`src/rtl/assert_macros.svh`:
```
// ----------------------------------------------------------------------------
// assert_macros.svh
// Concurrent assertion shorthands, clocked on clk, disabled while rst_n is low.
// ----------------------------------------------------------------------------
`ifndef ASSERT_MACROS_SVH
`define ASSERT_MACROS_SVH

// Property holds on every edge.
`define ASSERT_ALWAYS(label, expr, msg) \
    label: assert property (@(posedge clk) disable iff (!rst_n) (expr)) \
        else $error(msg);

// Consequent holds on the same edge as the antecedent.
`define ASSERT_IMPLY(label, ante, cons, msg) \
    label: assert property (@(posedge clk) disable iff (!rst_n) (ante) |-> (cons)) \
        else $error(msg);

// Consequent holds on the edge after the antecedent.
`define ASSERT_NEXT(label, ante, cons, msg) \
    label: assert property (@(posedge clk) disable iff (!rst_n) (ante) |=> (cons)) \
        else $error(msg);

`endif

```
`src/rtl/scm_pkg.sv`:
```
// ----------------------------------------------------------------------------
// scm_pkg
// Shared constants and types of the serial command carrier modulator.
// ----------------------------------------------------------------------------
package scm_pkg;

    localparam int LINE_DEPTH = 128;
    localparam int IDX_W      = $clog2(LINE_DEPTH);
    localparam int HEAD_LEN   = 3;
    localparam int QUEUE_DEPTH = 2;
    localparam int BYTE_W     = 8;

    typedef logic [IDX_W-1:0] idx_t;

    localparam logic [IDX_W:0] DEPTH_EXT = (IDX_W+1)'(LINE_DEPTH);

    localparam logic OP_BYTE = 1'b0;
    localparam logic OP_TICK = 1'b1;

    localparam logic [7:0] CH_ZERO = 8'h30;
    localparam logic [7:0] CH_LF   = 8'h0A;
    localparam logic [7:0] CH_CR   = 8'h0D;

    localparam logic [7:0] CMD_SET_BIT = 8'h6C;  // 'l'
    localparam logic [7:0] CMD_CLR_BIT = 8'h4C;  // 'L'
    localparam logic [7:0] CMD_TICKS   = 8'h74;  // 't'
    localparam logic [7:0] CMD_CARRIER = 8'h66;  // 'f'
    localparam logic [7:0] CMD_PLAY    = 8'h6F;  // 'o'

    localparam logic [7:0] PLAY_START  = 8'd2;
    localparam logic [7:0] PORT_RESET  = 8'h3F;
    localparam int         CARRIER_BIT = 4;

    // play_pos >= length - '0' + 2  <=>  play_pos + ('0' - 2) >= length
    localparam logic [8:0] END_OFFSET = 9'(CH_ZERO) - 9'(PLAY_START);

    typedef struct packed {
        logic             operation;
        logic [BYTE_W-1:0] rx_byte;
    } item_t;

    typedef struct packed {
        logic             echo_valid;
        logic [BYTE_W-1:0] echo_byte;
        logic [BYTE_W-1:0] port_value;
        logic             command_error;
        logic             playing;
    } result_t;

    typedef struct packed {
        logic s1_busy;
        logic hazard;
    } core_status_t;

endpackage

```
`src/rtl/scm_item_if.sv`:
```
// ----------------------------------------------------------------------------
// scm_item_if
// Request channel: received serial byte or timer tick.
// ----------------------------------------------------------------------------
interface scm_item_if;
    import scm_pkg::*;

    logic              valid;
    logic              ready;
    logic              operation;
    logic [BYTE_W-1:0] rx_byte;

    modport source (output valid, output operation, output rx_byte, input ready);
    modport sink   (input valid, input operation, input rx_byte, output ready);
endinterface

```
`src/rtl/scm_result_if.sv`:
```
// ----------------------------------------------------------------------------
// scm_result_if
// Result channel: echo, port pins and status after each request.
// ----------------------------------------------------------------------------
interface scm_result_if;
    import scm_pkg::*;

    logic              valid;
    logic              ready;
    logic              echo_valid;
    logic [BYTE_W-1:0] echo_byte;
    logic [BYTE_W-1:0] port_value;
    logic              command_error;
    logic              playing;

    modport source (output valid, output echo_valid, output echo_byte, output port_value,
                    output command_error, output playing, input ready);
    modport sink   (input valid, input echo_valid, input echo_byte, input port_value,
                    input command_error, input playing, output ready);
endinterface

```
`src/rtl/scm_core.sv`:
```
// ----------------------------------------------------------------------------
// scm_core
// Line store memory and the read/modify/write stage that holds all state.
// ----------------------------------------------------------------------------
`include "assert_macros.svh"

module scm_core (
    input  logic                 clk,
    input  logic                 rst_n,
    input  logic                 issue,
    input  scm_pkg::item_t       issue_item,
    output logic                 res_valid,
    output scm_pkg::result_t     res,
    output scm_pkg::core_status_t status
);
    import scm_pkg::*;

    logic [7:0] line_mem [LINE_DEPTH];
    logic [7:0] q_a_reg, q_b_reg;

    logic       s1_valid_reg;
    item_t      s1_item_reg;
    logic       fwd_a_reg, fwd_b_reg;
    logic [7:0] fwd_data_reg;

    idx_t       write_pos_reg, write_pos_next;
    logic [7:0] length_reg, length_next;
    logic [7:0] play_pos_reg, play_pos_next;
    idx_t       play_idx_reg, play_idx_next;
    logic       carrier_reg, carrier_next;
    logic       active_reg, active_next;
    logic       half_reg, half_next;
    logic       running_reg, running_next;
    logic [7:0] port_reg, port_next;
    logic [7:0] head_reg [HEAD_LEN];
    logic [7:0] head_next [HEAD_LEN];

    logic [IDX_W:0] idx_inc, idx_step, idx_wrap;
    idx_t           rd_b;
    logic           wr_en;
    idx_t           wr_addr;
    logic [7:0]     wr_data;
    logic [7:0]     here, nxt, cmd, bit_n;
    logic           line_end, err;

    // Second read port: entry after the current pattern position, modulo depth
    assign idx_inc = {1'b0, play_idx_reg} + (IDX_W+1)'(1);
    assign rd_b    = (idx_inc == DEPTH_EXT) ? '0 : idx_inc[IDX_W-1:0];

    always_ff @(posedge clk)
    begin
        if (wr_en)
        begin
            line_mem[wr_addr] <= wr_data;
        end
        if (issue)
        begin
            q_a_reg <= line_mem[play_idx_reg];
            q_b_reg <= line_mem[rd_b];
        end
    end

    always_ff @(posedge clk or negedge rst_n)
    begin
        if (!rst_n)
        begin
            s1_valid_reg  <= 1'b0;
            write_pos_reg <= '0;
            length_reg    <= '0;
            play_pos_reg  <= PLAY_START;
            play_idx_reg  <= IDX_W'(PLAY_START);
            carrier_reg   <= 1'b0;
            active_reg    <= 1'b0;
            half_reg      <= 1'b0;
            running_reg   <= 1'b1;
            port_reg      <= PORT_RESET;
        end
        else
        begin
            s1_valid_reg  <= issue;
            write_pos_reg <= write_pos_next;
            length_reg    <= length_next;
            play_pos_reg  <= play_pos_next;
            play_idx_reg  <= play_idx_next;
            carrier_reg   <= carrier_next;
            active_reg    <= active_next;
            half_reg      <= half_next;
            running_reg   <= running_next;
            port_reg      <= port_next;
        end
    end

    // Payload: request in flight, write forwarding and the head copy of the line
    always_ff @(posedge clk)
    begin
        if (issue)
        begin
            s1_item_reg  <= issue_item;
            fwd_a_reg    <= wr_en && (wr_addr == play_idx_reg);
            fwd_b_reg    <= wr_en && (wr_addr == rd_b);
            fwd_data_reg <= wr_data;
        end
        for (int k = 0; k < HEAD_LEN; k++)
        begin
            head_reg[k] <= head_next[k];
        end
    end

    assign here     = fwd_a_reg ? fwd_data_reg : q_a_reg;
    assign nxt      = fwd_b_reg ? fwd_data_reg : q_b_reg;
    assign line_end = (s1_item_reg.rx_byte == CH_LF) || (s1_item_reg.rx_byte == CH_CR);

    always_comb
    begin
        write_pos_next = write_pos_reg;
        length_next    = length_reg;
        play_pos_next  = play_pos_reg;
        play_idx_next  = play_idx_reg;
        carrier_next   = carrier_reg;
        active_next    = active_reg;
        half_next      = half_reg;
        running_next   = running_reg;
        port_next      = port_reg;
        head_next      = head_reg;
        wr_en          = 1'b0;
        wr_addr        = write_pos_reg;
        wr_data        = s1_item_reg.rx_byte;
        cmd            = head_reg[0];
        bit_n          = '0;
        err            = 1'b0;
        idx_step       = {1'b0, play_idx_reg} + (IDX_W+1)'(2);
        idx_wrap       = idx_step - DEPTH_EXT;

        if (s1_valid_reg)
        begin
            if (s1_item_reg.operation == OP_BYTE)
            begin
                wr_en   = 1'b1;
                wr_addr = write_pos_reg;
                wr_data = s1_item_reg.rx_byte;
                for (int k = 0; k < HEAD_LEN; k++)
                begin
                    if (write_pos_reg == IDX_W'(k))
                    begin
                        head_next[k] = s1_item_reg.rx_byte;
                    end
                end
                if (line_end)
                begin
                    write_pos_next = '0;
                    cmd            = head_next[0];
                    length_next    = head_next[1];
                    bit_n          = head_next[2] - CH_ZERO;
                    unique case (cmd)
                        CMD_SET_BIT:
                        begin
                            if (bit_n < 8'd8)
                            begin
                                port_next[bit_n[2:0]] = 1'b1;
                            end
                        end
                        CMD_CLR_BIT:
                        begin
                            if (bit_n < 8'd8)
                            begin
                                port_next[bit_n[2:0]] = 1'b0;
                            end
                        end
                        CMD_TICKS:   running_next = (bit_n != 8'd0);
                        CMD_CARRIER: carrier_next = (bit_n != 8'd0);
                        CMD_PLAY:
                        begin
                            play_pos_next = PLAY_START;
                            play_idx_next = IDX_W'(PLAY_START);
                            active_next   = 1'b1;
                        end
                        default:     err = 1'b1;
                    endcase
                end
                else if (write_pos_reg != IDX_W'(LINE_DEPTH - 1))
                begin
                    write_pos_next = write_pos_reg + IDX_W'(1);
                end
            end
            else if (running_reg)
            begin
                if (active_reg)
                begin
                    carrier_next = (nxt != CH_ZERO);
                    if (here == CH_ZERO)
                    begin
                        if (half_reg)
                        begin
                            play_pos_next = play_pos_reg + 8'd2;
                            // 8-bit wrap of the position restarts the index too
                            if (play_pos_reg >= 8'd254)
                            begin
                                play_idx_next = IDX_W'(play_pos_next);
                            end
                            else if (idx_step >= DEPTH_EXT)
                            begin
                                play_idx_next = idx_wrap[IDX_W-1:0];
                            end
                            else
                            begin
                                play_idx_next = idx_step[IDX_W-1:0];
                            end
                        end
                        if (({1'b0, play_pos_next} + END_OFFSET) >= {1'b0, length_reg})
                        begin
                            play_pos_next = PLAY_START;
                            play_idx_next = IDX_W'(PLAY_START);
                            active_next   = 1'b0;
                            carrier_next  = 1'b0;
                        end
                    end
                    else
                    begin
                        wr_en   = 1'b1;
                        wr_addr = play_idx_reg;
                        wr_data = here - 8'd1;
                        for (int k = 0; k < HEAD_LEN; k++)
                        begin
                            if (play_idx_reg == IDX_W'(k))
                            begin
                                head_next[k] = here - 8'd1;
                            end
                        end
                    end
                end
                half_next = ~half_reg;
                port_next[CARRIER_BIT] = carrier_next ? ~port_reg[CARRIER_BIT] : 1'b0;
            end
        end
    end

    assign res_valid         = s1_valid_reg;
    assign res.echo_valid    = (s1_item_reg.operation == OP_BYTE);
    assign res.echo_byte     = (s1_item_reg.operation == OP_BYTE) ? s1_item_reg.rx_byte : '0;
    assign res.port_value    = port_next;
    assign res.command_error = err;
    assign res.playing       = active_next;

    // Ticks and line ends change what the next read address depends on
    assign status.s1_busy = s1_valid_reg;
    assign status.hazard  = s1_valid_reg && ((s1_item_reg.operation == OP_TICK) || line_end);

    `ASSERT_NEXT(a_hazard_interlock, status.hazard, !s1_valid_reg,
                 "request entered the stage behind a tick or line end")
    `ASSERT_IMPLY(a_idle_home, !active_reg,
                  (play_pos_reg == PLAY_START) && (play_idx_reg == IDX_W'(PLAY_START)),
                  "playback position not home while idle")

endmodule

```
`src/rtl/scm_outq.sv`:
```
// ----------------------------------------------------------------------------
// scm_outq
// Two-entry result queue decoupling the core from a stalling receiver.
// ----------------------------------------------------------------------------
`include "assert_macros.svh"

module scm_outq (
    input  logic             clk,
    input  logic             rst_n,
    input  logic             push,
    input  scm_pkg::result_t push_data,
    input  logic             pop,
    output logic             valid,
    output scm_pkg::result_t data,
    output logic [1:0]       count
);
    import scm_pkg::*;

    result_t    slot_reg [QUEUE_DEPTH];
    result_t    slot_next [QUEUE_DEPTH];
    logic [1:0] cnt_reg, cnt_next;

    always_comb
    begin
        slot_next = slot_reg;
        cnt_next  = cnt_reg + {1'b0, push} - {1'b0, pop};
        if (pop)
        begin
            slot_next[0] = slot_reg[1];
            if (push)
            begin
                slot_next[~cnt_reg[0]] = push_data;
            end
        end
        else if (push)
        begin
            slot_next[cnt_reg[0]] = push_data;
        end
    end

    always_ff @(posedge clk or negedge rst_n)
    begin
        if (!rst_n)
        begin
            cnt_reg <= '0;
        end
        else
        begin
            cnt_reg <= cnt_next;
        end
    end

    always_ff @(posedge clk)
    begin
        slot_reg <= slot_next;
    end

    assign valid = (cnt_reg != 2'd0);
    assign data  = slot_reg[0];
    assign count = cnt_reg;

    `ASSERT_IMPLY(a_no_overflow, push && !pop, cnt_reg != 2'(QUEUE_DEPTH),
                  "result pushed into a full queue")
    `ASSERT_ALWAYS(a_cnt_bound, cnt_reg <= 2'(QUEUE_DEPTH), "queue count beyond depth")

endmodule

```
`src/rtl/serial_command_carrier_modulator.sv`:
```
// ----------------------------------------------------------------------------
// serial_command_carrier_modulator
// Line-buffered serial command decoder driving a toggled carrier on port bit 4.
// ----------------------------------------------------------------------------
// Usage:
//   item   : request channel; operation 0 carries a received byte in rx_byte,
//            operation 1 is a periodic timer tick.
//   result : one result per request: echo, port pins, command error flag
//            and playback status, in request order.
// Results: each result passes the request stage register and then the result
//   queue before it is offered to the receiver.
// Throughput: a received byte that does not end a line may be followed by
//   another request in the next cycle if the result queue has room; a tick or
//   a CR/LF holds off the next request while it is in the stage, since the
//   line store read address (pattern position) is only known after write-back.
// Each request reads the line store as it is taken and writes it back in the
//   cycle after (one write port, two read ports, write forwarding).
// Reset: port pins 0x3F, ticks running, playback idle, line store contents
//   undefined; no clearing pass, requests are taken straight away.
// Stall: a two-entry result queue holds finished results; item.ready drops
//   when the queue and the stage in flight would overfill it, or behind a tick or CR/LF.
// ----------------------------------------------------------------------------
module serial_command_carrier_modulator (
    input  logic         clk,
    input  logic         rst_n,
    scm_item_if.sink     item,
    scm_result_if.source result
);
    import scm_pkg::*;

    core_status_t st;
    item_t        issue_item;
    result_t      core_res, q_data;
    logic         core_valid;
    logic         take, accept;
    logic [1:0]   q_cnt;
    logic [2:0]   pending;

    assign take    = result.valid && result.ready;
    assign pending = {1'b0, q_cnt} + {2'b0, st.s1_busy} - {2'b0, take};

    assign item.ready = !st.hazard && (pending <= 3'd1);
    assign accept     = item.valid && item.ready;

    assign issue_item.operation = item.operation;
    assign issue_item.rx_byte   = item.rx_byte;

    scm_core u_core (
        .clk        (clk),
        .rst_n      (rst_n),
        .issue      (accept),
        .issue_item (issue_item),
        .res_valid  (core_valid),
        .res        (core_res),
        .status     (st)
    );

    scm_outq u_outq (
        .clk       (clk),
        .rst_n     (rst_n),
        .push      (core_valid),
        .push_data (core_res),
        .pop       (take),
        .valid     (result.valid),
        .data      (q_data),
        .count     (q_cnt)
    );

    assign result.echo_valid    = q_data.echo_valid;
    assign result.echo_byte     = q_data.echo_byte;
    assign result.port_value    = q_data.port_value;
    assign result.command_error = q_data.command_error;
    assign result.playing       = q_data.playing;

endmodule

```
`src/flat_wrapper.sv`:
```
// flat-port wrapper written by rule: the top's interface ports become plain ports
module serial_command_carrier_modulator_flat import scm_pkg::*;
  (clk, rst_n, item_valid, item_operation, item_rx_byte, item_ready, result_valid, result_echo_valid, result_echo_byte, result_port_value, result_command_error, result_playing, result_ready);
  scm_item_if item_i ();
  scm_result_if result_i ();
  input  logic clk;
  input  logic rst_n;
  input wire logic [$bits(item_i.valid)-1:0] item_valid;
  input wire logic [$bits(item_i.operation)-1:0] item_operation;
  input wire logic [$bits(item_i.rx_byte)-1:0] item_rx_byte;
  output wire logic [$bits(item_i.ready)-1:0] item_ready;
  output wire logic [$bits(result_i.valid)-1:0] result_valid;
  output wire logic [$bits(result_i.echo_valid)-1:0] result_echo_valid;
  output wire logic [$bits(result_i.echo_byte)-1:0] result_echo_byte;
  output wire logic [$bits(result_i.port_value)-1:0] result_port_value;
  output wire logic [$bits(result_i.command_error)-1:0] result_command_error;
  output wire logic [$bits(result_i.playing)-1:0] result_playing;
  input wire logic [$bits(result_i.ready)-1:0] result_ready;
  assign item_i.valid = item_valid;
  assign item_i.operation = item_operation;
  assign item_i.rx_byte = item_rx_byte;
  assign item_ready = item_i.ready;
  assign result_valid = result_i.valid;
  assign result_echo_valid = result_i.echo_valid;
  assign result_echo_byte = result_i.echo_byte;
  assign result_port_value = result_i.port_value;
  assign result_command_error = result_i.command_error;
  assign result_playing = result_i.playing;
  assign result_i.ready = result_ready;
  serial_command_carrier_modulator u_core (.clk(clk), .rst_n(rst_n), .item(item_i), .result(result_i));
endmodule
```
`config.mk`:
```
export PLATFORM = sky130hd
export DESIGN_NAME = serial_command_carrier_modulator_flat
export DESIGN_NICKNAME = d
export VERILOG_FILES = /design/src/rtl/scm_pkg.sv /design/src/rtl/scm_item_if.sv /design/src/rtl/scm_result_if.sv /design/src/rtl/scm_core.sv /design/src/rtl/scm_outq.sv /design/src/rtl/serial_command_carrier_modulator.sv /design/src/flat_wrapper.sv
export VERILOG_INCLUDE_DIRS = /design/src /design/src/rtl
export SDC_FILE = /design/constraint.sdc
export NUM_CORES = 2
export LEC_CHECK = 0
export ABC_AREA = 1
export BUFFER_PORTS_ARGS = -buffer_cell sky130_fd_sc_hd__buf_2
export CORE_UTILIZATION = 35
export CTS_CLUSTER_DIAMETER = 100
export DETAILED_ROUTE_END_ITERATION = 10
export PLACE_DENSITY_LB_ADDON = 0.2
export SYNTH_ARGS = -nofsm -noshare
export SYNTH_HDL_FRONTEND = slang
export SYNTH_SLANG_ARGS = --single-unit
```
`constraint.sdc`:
```
create_clock -name clk -period 16.1 [get_ports clk]
set_input_delay 0 -clock clk [delete_from_list [all_inputs] [get_ports clk]]
set_output_delay 0 -clock clk [all_outputs]
set_load 0.1 [all_outputs]
```
# After elaboration in Yosys (flattened, before gate mapping)
# Memories as Yosys holds them, arrays and structs flattened. A register that Yosys moved wholly into a read port is not among the register bits.
# Index checks and enable logic that the tools add are counted.
# W data, S select, Z words.
dict set report totals {
  ram_bits 1024
  out_inout_bits 21
  input_bits 13
  latchBits 0
  mem_bits_ro 0
  mem_count 1
  regBits 126
}
# memory words width read_ports rd_ports_with_merged_regs wr line
set memory_table {}
lappend memory_table {u_core.u_core.line_mem 128 8 2 2 1 scm_core.sv:18} ;# logic [7:0] line_mem [LINE_DEPTH];
dict set report op_classes {
  div 0
  eq_ne 25
  bitwise 9
  magnitude_cmp 11
  shifts 0
  n_addsub 12
  muxes 103
  multipliers 0
  n_reduce_logical 32
}
# op n
set op_table {}
lappend op_table {{$mux W8} 35}
lappend op_table {{$mux W7} 18}
lappend op_table {{$mux W38} 3}
lappend op_table {{$mux W24} 4}
lappend op_table {{$bwmux W38} 2}
lappend op_table {{$eq A8 B7 Y1 const B} 5}
lappend op_table {{$demux W19 S1} 2}
lappend op_table {{$mux W19} 2}
lappend op_table {{$mux W1} 33}
lappend op_table {{$eq A8 B4 Y1 const B} 2}
lappend op_table {{$ge A8 B8 Y1 const B} 2}
lappend op_table {{$pmux W8 S2} 1}
lappend op_table {{$reduce_and A5 Y1} 3}
lappend op_table {{$eq A7 B1 Y1 const B} 2}
lappend op_table {{$eq A7 B2 Y1 const B} 2}
lappend op_table {{$eq A7 B7 Y1} 2}
lappend op_table {{$logic_not A7 Y1} 2}
lappend op_table {{$ne A2 B1 Y1 const B} 6}
lappend op_table {{$reduce_bool A2 Y1} 6}
lappend op_table {{$add A8 B6 Y9 const B} 1}
lappend op_table {{$ge A9 B8 Y1} 1}
lappend op_table {{$logic_and A1 B1 Y1} 9}
lappend op_table {{$reduce_and A3 Y1} 3}
lappend op_table {{$add A7 B1 Y8 const B} 1}
lappend op_table {{37 further kinds} 45}

# Depth between registers and ports, before layout
dict set report depth {
  ltp_word 22
  mapped_depth 26
}

# Modules after synthesis
# Synthesis repeated with hierarchy kept, for this count alone.
dict set report unflattened {
  hier_cells 6559
  hier_area_um2 59455.8
}
# module area_each_um2 n_inst cells_each seq_area_each_um2
set by_module_without_submodules {}
lappend by_module_without_submodules {scm_core 56759.4 1 6185 33583.5}
lappend by_module_without_submodules {scm_outq 2578.7 1 356 1191.1}
lappend by_module_without_submodules {serial_command_carrier_modulator 117.6 1 18 0.0}

# Worst setup path after synthesis
# No wires, ideal clock.
dict set report synth_timing {
  path_kind {reg2reg}
  from {register u_core.u_core.fwd_a_reg}
  to {register u_core.u_core.fwd_data_reg[2], data pin}
  n_path_buf 3
  stages_incl_launch_ff 12
  slack_ps 8028
  arrival_ps 6867
  period_less_slack_ps 8072
  cell_sequence {edfxtp_1 -> buf_6 -> o21ai_0 -> ha_1 -> nand2_1 -> nor2_2 -> nand2_2 -> nand2_8 -> buf_6 -> inv_1 -> clkbuf_1 -> o21ai_0}
}
dict set report synth_between {
  elab_chain_len 7
  word_cells_on_any_way 8
}
# element line
set synth_rtl {}
lappend synth_rtl {{from (decl)} scm_core.sv:23} ;# logic fwd_a_reg, fwd_b_reg;
lappend synth_rtl {{from (signal assigned)} scm_core.sv:99} ;# fwd_a_reg <= wr_en && (wr_addr == play_idx_reg);
lappend synth_rtl {{$mux W8 (*)} scm_core.sv:109} ;# assign here = fwd_a_reg ? fwd_data_reg : q_a_reg;
lappend synth_rtl {{$sub A8 B1 Y8 or $eq A8 B6 Y1 (tied branches)} {scm_core.sv:221, scm_core.sv:190}}
lappend synth_rtl {{$mux W8 (*)} scm_core.sv:190} ;# if (here == CH_ZERO)
lappend synth_rtl {{$mux W8 (*)} scm_core.sv:187} ;# if (active_reg)
lappend synth_rtl {{$mux W8 (*)} scm_core.sv:185} ;# else if (running_reg)
lappend synth_rtl {{$mux W8 (*)} scm_core.sv:136} ;# if (s1_item_reg.operation == OP_BYTE)
lappend synth_rtl {{$mux W8 (*)} scm_core.sv:134} ;# if (s1_valid_reg)
lappend synth_rtl {{via u_core.u_core.wr_data[2]} scm_core.sv:42} ;# logic [7:0] wr_data;
lappend synth_rtl {{to (signal assigned)} scm_core.sv:101} ;# fwd_data_reg <= wr_data;
lappend synth_rtl {{to (decl)} scm_core.sv:24} ;# logic [7:0] fwd_data_reg;
# The timed path passes the listed nets; every way through them passes the cells marked *.
# A chain may end at the register's enable or synchronous reset.

# Worst setup path after layout
dict set report layout_timing {
  from {register u_core.u_core.play_idx_reg[1]}
  to {register u_core.u_core.q_b_reg[5] (read register of u_core.u_core.line_mem), data pin}
}
dict set report layout_between {
  elab_chain_len 3
}
# element line
set layout_rtl {}
lappend layout_rtl {{from (decl)} scm_core.sv:29} ;# idx_t play_idx_reg, play_idx_next;
lappend layout_rtl {{from (signal assigned)} scm_core.sv:71} ;# play_idx_reg <= IDX_W'(PLAY_START);
lappend layout_rtl {{from (signal assigned)} scm_core.sv:84} ;# play_idx_reg <= play_idx_next;
lappend layout_rtl {{$add A7 B1 Y8 (*)} scm_core.sv:47} ;# assign idx_inc = {1'b0, play_idx_reg} + (IDX_W+1)'(1);
lappend layout_rtl {{$eq A8 B8 Y1} scm_core.sv:48} ;# assign rd_b = (idx_inc == DEPTH_EXT) ? '0 : idx_inc[IDX_W-1:0];
lappend layout_rtl {{$mux W7 (*)} scm_core.sv:48}
lappend layout_rtl {{to (decl)} scm_core.sv:19} ;# logic [7:0] q_a_reg, q_b_reg;
# Mark *: on every way between the ends. The rest lies on a longest branch, timed or not.

==> impl_summary.md <==
Worst hold path
In this run the worst hold path is classified as in2reg.

Routing
In the routed design, unresolved DRC markers number 0. The first detailed-routing pass ran for 7 iterations. The via count normalized by instance count is 5.85.

In this run the remaining antenna-violating nets after routing total 0. The wire length reported by the detailed router is roughly 210000 um. Dividing the detail-routed wire length by the instance count gives about 25 um.

The first routing iteration left around 6700 violations. The routed layout has 47900 vias.

Placement
The congestion estimate from routability-driven global placement came to 0.931. Summed over all nets, the half-perimeter wirelength after detailed placement is 125000 um. The placed standard-cell area is 60000 um2. During placement, the flow inserted port buffers numbering 33.

Pwr
Net switching is between 30 and 40% of the power. The sequential share of power is a little under two fifths. The analysis attributes to cell leakage a power of 22.1 nW.

Dividing total power by cell area gives a power density of 154 nW/um2. The clock share of power is 30.3%. The switching component of the power is 3.74 mW. Internal power comes to ~6.2 mW. The share of total power dissipated in combinational logic is 31.5%.

VDD sags by at most around 0.25 mV.

Synth
The most common flop cell mapped by yosys is sky130_fd_sc_hd__edfxtp_1. The synthesized area per cell is 9.55 um2. Counting flops with a built-in enable in the synthesized netlist gives 1121. The post-synthesis net count is 6114.

The dominant cell by count in the synthesized netlist is sky130_fd_sc_hd__o21ai_0. For this run, asynchronously set or reset flops after synthesis account for 3.78%. The fraction of post-synthesis cell area in the top cell type by area is 58.0%. Ranked by instance count, the synthesized netlist is headed by sky130_fd_sc_hd__o21ai_0, sky130_fd_sc_hd__edfxtp_1, sky130_fd_sc_hd__nor2_1. The post-synthesis cell type with the largest combined area is sky130_fd_sc_hd__edfxtp_1. The number of warning messages in the yosys log is 0. The part of the Yosys area used for sequential elements is 59.9%.

The cell area after synthesis is 58000 um2. The number of distinct library cells after synthesis is 58. The number of cells produced by synthesis is 6077. The register bit total from synthesis is around 1200.

After synthesis, the cell types taking the most area are sky130_fd_sc_hd__edfxtp_1, sky130_fd_sc_hd__o21ai_0, sky130_fd_sc_hd__nor2_1.

Finish
The final-stage net count is around 6000. The area added between synthesis and finish is 11.1%. The number of flip-flops under the largest register name is about 1000.

The layout has approximately 16000 filler cells. The register area is 34800 um2. The final design utilization is 39.1%. The post-route cell area is approximately 64000 um2.

The combined area of the multi-input logic cells is 20500 um2. Cells with a size suffix above 1 make up 7.17% of the layout.

Worst setup path
STA classifies the critical path endpoint as a flop. The required time of the critical path is approximately 17000 ps. The start-to-end type of the worst setup path is reg2reg. The type of element launching the critical path is a flop.

At the worst endpoint, the arrival time is slightly above 7000 ps. Along the worst path, the maximum fanout reaches 145.

Floorplanning
Row generation in the floorplan step produced 149 rows. The core region is 165000 um2. The starting density of the core is approximately a third. From left edge to right edge, the die measures 409 um. 34 I/O pins were placed. The die covers 167000 um2. The height of the die is roughly 410 um.

CTS
The clock tree from TritonCTS is done. No sink is reached through more buffers than the 3 on the longest clock path. The total clock buffers created by CTS is roughly 140.

The CTS clock-pin slew for the worst setup and hold paths is 60 ps. The H-tree level count is 4. The root buffer cell is sky130_fd_sc_hd__clkbuf_16. Counting every sink on the clock net gives 1165. Clock latency on the worst-skew pair, taken at its later pin, is 780 ps.

The number of gates resized after CTS was 0.

STA
Setup violations remaining at the end of the flow were counted as 0. The relative max-transition margin is 5.73%. The number of max-slew violations in the final report is 0.

Based on the critical path, the design can be clocked at up to 151 MHz. The final setup TNS is 0 ps. The final critical path time including I/O delays and setup is 6630 ps. Setup repair after global routing left no endpoint under its margin.

After layout, the worst path uses between 40% and 50% of the clock period. At the pin with the least slew margin, the transition time is 1400 ps. Between clock sinks in the finished design, the worst skew comes to 32.8 ps. The final number of hold-violating endpoints is 0.

Global route
Summed over all layers, the global routing overflow is 0. The overall global routing resource usage is 24.0%. The number of global-route vias before repair is 44100. The maximum number of pins on one net before global-route repair is approximately 200.

The number of antenna violations at the first check in global routing is 8. The first-pass GRT wire length is 299000 um.

Run
The number of maximum-capacitance violations is 0.

Run status
The flow ran to the end, and the final reports show no timing, DRC or antenna violations.
## cells by family (layout without fill, tap and decap cells)
logic type | after synthesis | in the layout | share of synthesized area (%)
compound gates | 2138 | 2138 | 20.5
flops | 1165 | 1165 | 59.9
buf+inv | 750 | 671 | 5.20
other cells | 0 | 2 | 0
fa+ha+maj | 24 | 24 | 0.530
xor+xnor | 22 | 22 | 0.332
mux | 6 | 6 | 0.110
simple gates | 1972 | 1972 | 13.4
## area by class of cell
type	instances	area share (%)
antenna	2	0.00776
clock buffer	171	5.63
clock inverter	73	0.960
inverter	270	1.61
multi-input combinational	4162	31.7
sequential	1165	53.9
tap	2189	4.25
timing repair buffer	157	1.86
## power groups by stage
stage | sequential [mW] | combinational, mW | clock [mW]
4_1_cts | 3.81 | 3.10 | 3.05
3_5_place_dp | 3.87 | 3.09 | 0
2_1_floorplan | 3.92 | 1.95 | 0
6_report | 3.81 | 3.14 | 3.02
3_3_place_gp | 3.87 | 3.07 | 0
5_1_grt | 3.82 | 3.37 | 3.17
## repair_timing
action,CTS,global route
buffers inserted,0,0
hold endpoints to repair,95,0
hold buffers,22,0
## cells in the final DEF (no fill, tap or decap), types with 14 or more instances in the layout
cell / netlist / layout
sky130_fd_sc_hd__o21ai_1: 18 / 18
sky130_fd_sc_hd__dlygate4sd3_1: 0 / 22
sky130_fd_sc_hd__dfrtp_1: 35 / 34
sky130_fd_sc_hd__a41oi_1: 49 / 49
sky130_fd_sc_hd__inv_2: 16 / 18
sky130_fd_sc_hd__nor2_1: 939 / 935
sky130_fd_sc_hd__buf_4: 20 / 98
sky130_fd_sc_hd__clkinv_1: 1 / 25
sky130_fd_sc_hd__a21oi_1: 468 / 466
sky130_fd_sc_hd__inv_1: 252 / 247
sky130_fd_sc_hd__clkbuf_16: 0 / 140
sky130_fd_sc_hd__nand2_1: 853 / 852
sky130_fd_sc_hd__o22ai_1: 242 / 242
sky130_fd_sc_hd__edfxtp_1: 1121 / 1121
sky130_fd_sc_hd__ha_1: 23 / 22
sky130_fd_sc_hd__clkinv_2: 0 / 25
sky130_fd_sc_hd__nor3_1: 18 / 18
sky130_fd_sc_hd__o211ai_1: 55 / 55
sky130_fd_sc_hd__o21ai_0: 1135 / 1126
sky130_fd_sc_hd__nor4_1: 18 / 14
sky130_fd_sc_hd__nand3_1: 92 / 91
sky130_fd_sc_hd__a221oi_1: 67 / 67
sky130_fd_sc_hd__xor2_1: 16 / 14
sky130_fd_sc_hd__buf_2: 76 / 33
sky130_fd_sc_hd__clkbuf_1: 342 / 30
sky130_fd_sc_hd__nand4_1: 16 / 16
sky130_fd_sc_hd__a22oi_1: 46 / 46
## metal layers
metal  GRT usage (%)  routed length (um)  vias up
met5               0                  40        -
met4            9.44                8400        6
met3            4.34               19500      448
met2            37.6               93600     2510
met1            33.0               86200    23500
li1                -                   -    21500
## final timing paths
kind / startpoint / end / slack, ps / cells past startpoint
min reg2reg: u_core.u_core.carrier_reg / u_core.u_core.carrier_reg / 490 / 2
max: u_core.u_core.play_idx_reg[1] / u_core.u_core.q_b_reg[5] / 9470 / 12
min in group asynchronous: rst_n / u_core.u_core.length_reg[0] / 410 / 4
min: result_ready / u_core.u_outq.slot_reg[17] / 340 / 4
max in group asynchronous: rst_n / u_core.u_core.play_idx_reg[0] / 15220 / 4
max reg2reg: u_core.u_core.play_idx_reg[1] / u_core.u_core.q_b_reg[5] / 9470 / 12
## worst max-delay path, cell delays in order, from the launching register on
cell                       delay (ps)
sky130_fd_sc_hd__dfstp_4          940
sky130_fd_sc_hd__buf_4            670
sky130_fd_sc_hd__inv_4            450
sky130_fd_sc_hd__ha_4             580
sky130_fd_sc_hd__inv_8            490
sky130_fd_sc_hd__buf_12           570
sky130_fd_sc_hd__buf_4            560
sky130_fd_sc_hd__o21ai_0          170
sky130_fd_sc_hd__o22ai_1          190
sky130_fd_sc_hd__nor2_1            60
sky130_fd_sc_hd__o211ai_1         750
sky130_fd_sc_hd__nand3_1          150
sky130_fd_sc_hd__a32oi_1          230
## per-stage QoR
stage | instances | hold slack [ps] | total power, mW | worst slack, ps
2_1_floorplan | 6077 | -296 | 5.88 | 8030
3_3_place_gp | 7921 | 150 | 6.94 | 9670
3_5_place_dp | 7921 | 149 | 6.96 | 9750
4_1_cts | 8187 | 299 | 9.96 | 9710
5_1_grt | 8187 | 353 | 10.4 | 9270
6_report | 8189 | 345 | 9.96 | 9470
No activity file was read; power rests on OpenSTA's default activity.
